### config.mk
export PLATFORM = sky130hd
export DESIGN_NAME = des_ram
export DESIGN_NICKNAME = d
export VERILOG_FILES = /design/src/hw/rtl/assert_macros.svh /design/src/hw/rtl/des_ram.sv
export SDC_FILE = /design/constraint.sdc
export NUM_CORES = 1
export LEC_CHECK = 0
export BUFFER_PORTS_ARGS = -buffer_cell sky130_fd_sc_hd__buf_2
export CORE_MARGIN = 2
export CORE_UTILIZATION = 32
export DETAILED_ROUTE_END_ITERATION = 7
export HOLD_SLACK_MARGIN = 0.08
export SLEW_MARGIN = 20
export SYNTH_ARGS = -nofsm -noshare
export SYNTH_HDL_FRONTEND = slang
export SYNTH_SLANG_ARGS = --single-unit
export TNS_END_PERCENT = 30
### constraint.sdc
create_clock -name i_clk -period 2.63 [get_ports i_clk]
set_input_delay 0.526 -clock i_clk [delete_from_list [all_inputs] [get_ports i_clk]]
set_output_delay 0.526 -clock i_clk [all_outputs]
set_load 0.1 [all_outputs]
### src/hw/rtl/assert_macros.svh
// assertion macros used by the sorter core
`ifndef ASSERT_MACROS_SVH
`define ASSERT_MACROS_SVH

// condition must hold on every clock edge outside reset
`define ASSERT_ALWAYS(label, clk, rst_n, cond, msg) \
    label: assert property (@(posedge clk) disable iff (!rst_n) (cond)) else $error(msg);

// antecedent implies consequent on the next edge
`define ASSERT_NEXT(label, clk, rst_n, ante, cons, msg) \
    label: assert property (@(posedge clk) disable iff (!rst_n) (ante) |=> (cons)) \
        else $error(msg);

`endif

### src/hw/rtl/des_ram.sv
// generic single-port ram with registered read
module des_ram #(
    parameter int unsigned WIDTH = 8,
    parameter int unsigned DEPTH = 32
) (
    input  logic                     i_clk,
    input  logic                     i_we,
    input  logic [$clog2(DEPTH)-1:0] i_addr,
    input  logic [WIDTH-1:0]         i_wdata,
    output logic [WIDTH-1:0]         o_rdata
);
    logic [WIDTH-1:0] r_mem [DEPTH];
    logic [WIDTH-1:0] r_rdata;

    always_ff @(posedge i_clk) begin
        if (i_we) begin
            r_mem[i_addr] <= i_wdata;
        end
        r_rdata <= r_mem[i_addr];
    end

    assign o_rdata = r_rdata;
endmodule

======== After elaboration in Yosys (flattened, before gate mapping) ========
Memory sizes are Yosys's and may differ from the RTL's. A register that Yosys moved wholly into a read port is not among the register bits.
Index checks and enable logic that the tools add are counted.
storage, ports and cells
  flip-flop bits (word level) ............. 0
  memory bits (writable) .................. 256
  input port bits ......................... 15
  output and inout bits ................... 8
  word-level logic and storage cells ...... 3
  memories ................................ 1
operators by class
  muxes and demuxes ....................... 2
memory list
  name   depth  width  read ports  clocked after Yosys merged registers in  wr ports  line           text
  r_mem  32     8      1           1                                        1         des_ram.sv:12  logic [WIDTH-1:0] r_mem [DEPTH];
operator list
  operator          count
  2-to-1 mux 1 bit  2

======== Logic depth before layout (Yosys ltp) ========
  word-level depth ........................ 2
  gate-level depth with buffers ........... 7

======== Worst setup path after synthesis ========
No wires, ideal clock.
  path kind ............................... input-to-reg
  start ................................... input port i_addr[1]
  end ..................................... memory r_mem[27][0], enable pin
  arrival time ............................ 1.970 ns
  data required time ...................... 2.247 ns
  setup slack ............................. 0.276 ns
  stages on the path ...................... 5
  path buffers ............................ 3
  cells stage by stage .................... clkbuf_1 buf_2 buf_2 nand3_1 nor3_1
RTL lines
  what         line           text
  from (decl)  des_ram.sv:8   input logic [$clog2(DEPTH)-1:0] i_addr,
  to (decl)    des_ram.sv:12
Straight into the memory's write port.

======== Worst setup path after layout ========
  start ................................... register r_rdata[3] (netlist: o_rdata[3]), read port of r_mem
  end ..................................... output port o_rdata[3]
RTL lines
  what         line           text
  from (decl)  des_ram.sv:13  logic [WIDTH-1:0] r_rdata;
  to (decl)    des_ram.sv:10  output logic [WIDTH-1:0] o_rdata
No word-level cell between the ends.

==> metrics.md <==
| Metric | Value |
|---|---|
| Initial core utilization | between 30% and 40% |
| Final GP Congestion | just over 0.8 |
| Synth cell count leaders | edfxtp_1, mux2i_1, o22ai_1 |
| CTS resizes | 0 |
| Critical path's top delay family | buffers and inverters |
| Seq cells post-synth | approximately 260 |
| Final setup vio count | 0 |
| Port bufs | 22 |
| Multi-input logic area | ~2200 um^2 |
| Critical Path RT | 2.10 ns |
| Post-synth top flop | edfxtp_1 |
| Dpl hpwl | 14800 um |
| Clock-pin transition on the worst setup and hold timing paths | about 0.060 ns |
| Final Hold Slack | roughly 0.56 ns |
| CTS Hold Bufs | 0 |
| Antenna cells | 0 |
| Via count | 5426 |
| Layout cells sized above 1 | between 15 and 20% |
| DR pass1 iterations | 4 |
| FF+latch area | 7850 um^2 |
| H-tree depth | 1 |
| CP max FO | 1 |
| Leading area contributor after synthesis | edfxtp_1 |
| Final Instance Count excl. Fillers | roughly 1.1k |
| Root buffer cell | clkbuf_16 |
| Share of the synthesized area in the top cell type | about three quarters |
| CP cell instances | buf_2 |
| Crit start category | flip-flop |
| Design area | 12000 um^2 |
| Tcrit/Tclk final | between 70% and 80% |
| Placeable Area | approximately 31000 um^2 |
| First-pass GRT wire length | roughly 34000 um |
| Leakage power | just over 4 nW |
| Crit path time final | 1.94 ns |
| Initial DRC count | roughly 360 |
| IO Pins | 23 |
| Synth unique cells | 24 |
| Hold crit path type | input pin to flip-flop |
| Placed Instance Area | approximately 11000 um^2 |
| Vert. Die Dim | around 180 um |
| Filler cell count | approximately 2.9k |
| DRC violations left | 0 |
| Largest stage delay, worst path | about 0.46 ns |
| Num Clock Sinks | between 200 and 300 |
| CP Class | flip-flop to output pin |
| Post-CTS Setup Bufs | 0 |
| WL per Instance | about 22 um |
| Top post-synthesis cells by area | edfxtp_1, mux2i_1, o22ai_1 |
| Remaining global-route overflow | 0 |
| Synth warn | 0 |
| Max-slew headroom | ~40% |
| Hold Vio Cnt, Final | 0 |
| Initial antenna violation count | 0 |
| Final WL | around 23000 um |
| CTS Buf Count | 27 |
| Slew @ Worst Pin | around 0.88 ns |
| Total track usage | between 10% and 20% |
| Largest net degree at the start of global routing | 33 |
| Post-synth EDFFs | between 200 and 300 |
| Ys async rst share | 0% |
| Synthesized area | between 10000 and 15000 um^2 |
| Post-synthesis instance total | 576 |
| Vias per cell | approximately 5.1 |
| Final slew viol count | 0 |
| Clk_lat worst skew | ~0.53 ns |
| RSZ-0062 raised after global routing | false |
| CTS tree | done |
| Bufs and invs on worst path | 1 |
| Layout Skew | between 0.009 and 0.01 ns |
| Number of global-route vias before repair | about 5.4k |
| Peak Freq | between 500 and 600 MHz |
| CP arrival | 1.41 ns |
| Syn_nets | approximately 590 |
| Post-Syn Area per Cell | 17.7 um^2 |
| Pwr dens | between 700 and 800 nW/um^2 |
| Syn-to-layout area delta | 17.2% |
| Seq/Total Area, Yosys | between 70% and 80% |
| Setup TNS | 0 ns |
| CTS Buffer Depth | 3 |
| Die width | approximately 180 um |
| Dpl cells | 1016 |
| Crit. End Element | output pin |
| Most instantiated library cell after synthesis | edfxtp_1 |
| Die ar. | around 33000 um^2 |
| # nets final | approximately 660 |
| Worst vdd ir | about 0.42 mV |
| # rows | 65 |
| Status | finished, final reports clean |
| Crit-path slowest cell | buf_2 |
| Max-cap check violation count | 0 |
| Post-route ant nets | 0 |
-- report_power, final --
part | switching, mW | total (mW) | internal [mW]
registers | 0.0291 | 4.71 | 4.68
logic | 0.407 | 0.565 | 0.159
clock network | 1.52 | 3.79 | 2.27
total | 1.96 | 9.06 | 7.10
-- final cells by class --
| class | instances | area share, % |
|---|---|---|
| Clock inverter | 10 | 1.06 |
| Multi-Input combinational cell | 277 | 18.3 |
| Sequential cell | 264 | 65.6 |
| Tap cell | 402 | 4.21 |
| Clock buffer | 39 | 6.28 |
| Timing Repair Buffer | 73 | 4.59 |
-- cells in the final DEF (no fill, tap or decap), types with 5 or more instances in the layout --
master | Yosys | layout
nand4bb_1 | 5 | 5
o22ai_1 | 63 | 63
dfxtp_1 | 8 | 8
edfxtp_1 | 256 | 256
nor4_1 | 16 | 16
nand2_1 | 10 | 10
buf_2 | 22 | 21
clkbuf_16 | 0 | 27
buf_4 | 0 | 47
nor2_1 | 29 | 29
mux2i_1 | 128 | 128
clkbuf_1 | 8 | 9
-- path summary, 6_finish.rpt --
path           startpoint           end  slack (ns)  cells past startpoint
max reg2reg  r_mem[23][4]    o_rdata[4]        1.20                      5
max            o_rdata[3]    o_rdata[3]        0.69                      1
min            i_wdata[1]  r_mem[25][1]        0.56                      1
min reg2reg  r_mem[17][0]    o_rdata[0]        0.68                      4
-- kinds of logic after synthesis --
kind of cell	Yosys count	synth area share [%]
compound gates	64	3.98
buf+inv	35	1.72
flops	264	76.9
mux	128	12.6
simple gates	85	4.85
-- flip-flops by register name, summed over array words and instances, names as in the netlist --
signal	count
r_mem	256
o_rdata	8
-- routing by layer --
| layer | share of wire, % | vias up | global-route usage [%] |
|---|---|---|---|
| met4 | 2.9 | 0 | 4.35 |
| met2 | 50 | 124 | 24.1 |
| met5 | 0 | - | 0 |
| met3 | 4.3 | 39 | 1.98 |
| met1 | 43 | 2802 | 18.0 |
| li1 | - | 2461 | - |
-- stage by stage --
stage / setup WS [ns] / util (%) / total power, mW
floorplan: 0.276 / - / 5.14
global placement: 0.365 / 35.2 / 5.37
detailed placement: 0.276 / 35.2 / 5.37
CTS: 0.672 / 38.0 / 9.12
global route: 0.678 / 38.0 / 9.32
finish: 0.694 / 38.0 / 9.06
Note: power is estimated with default switching activity, not from simulation.
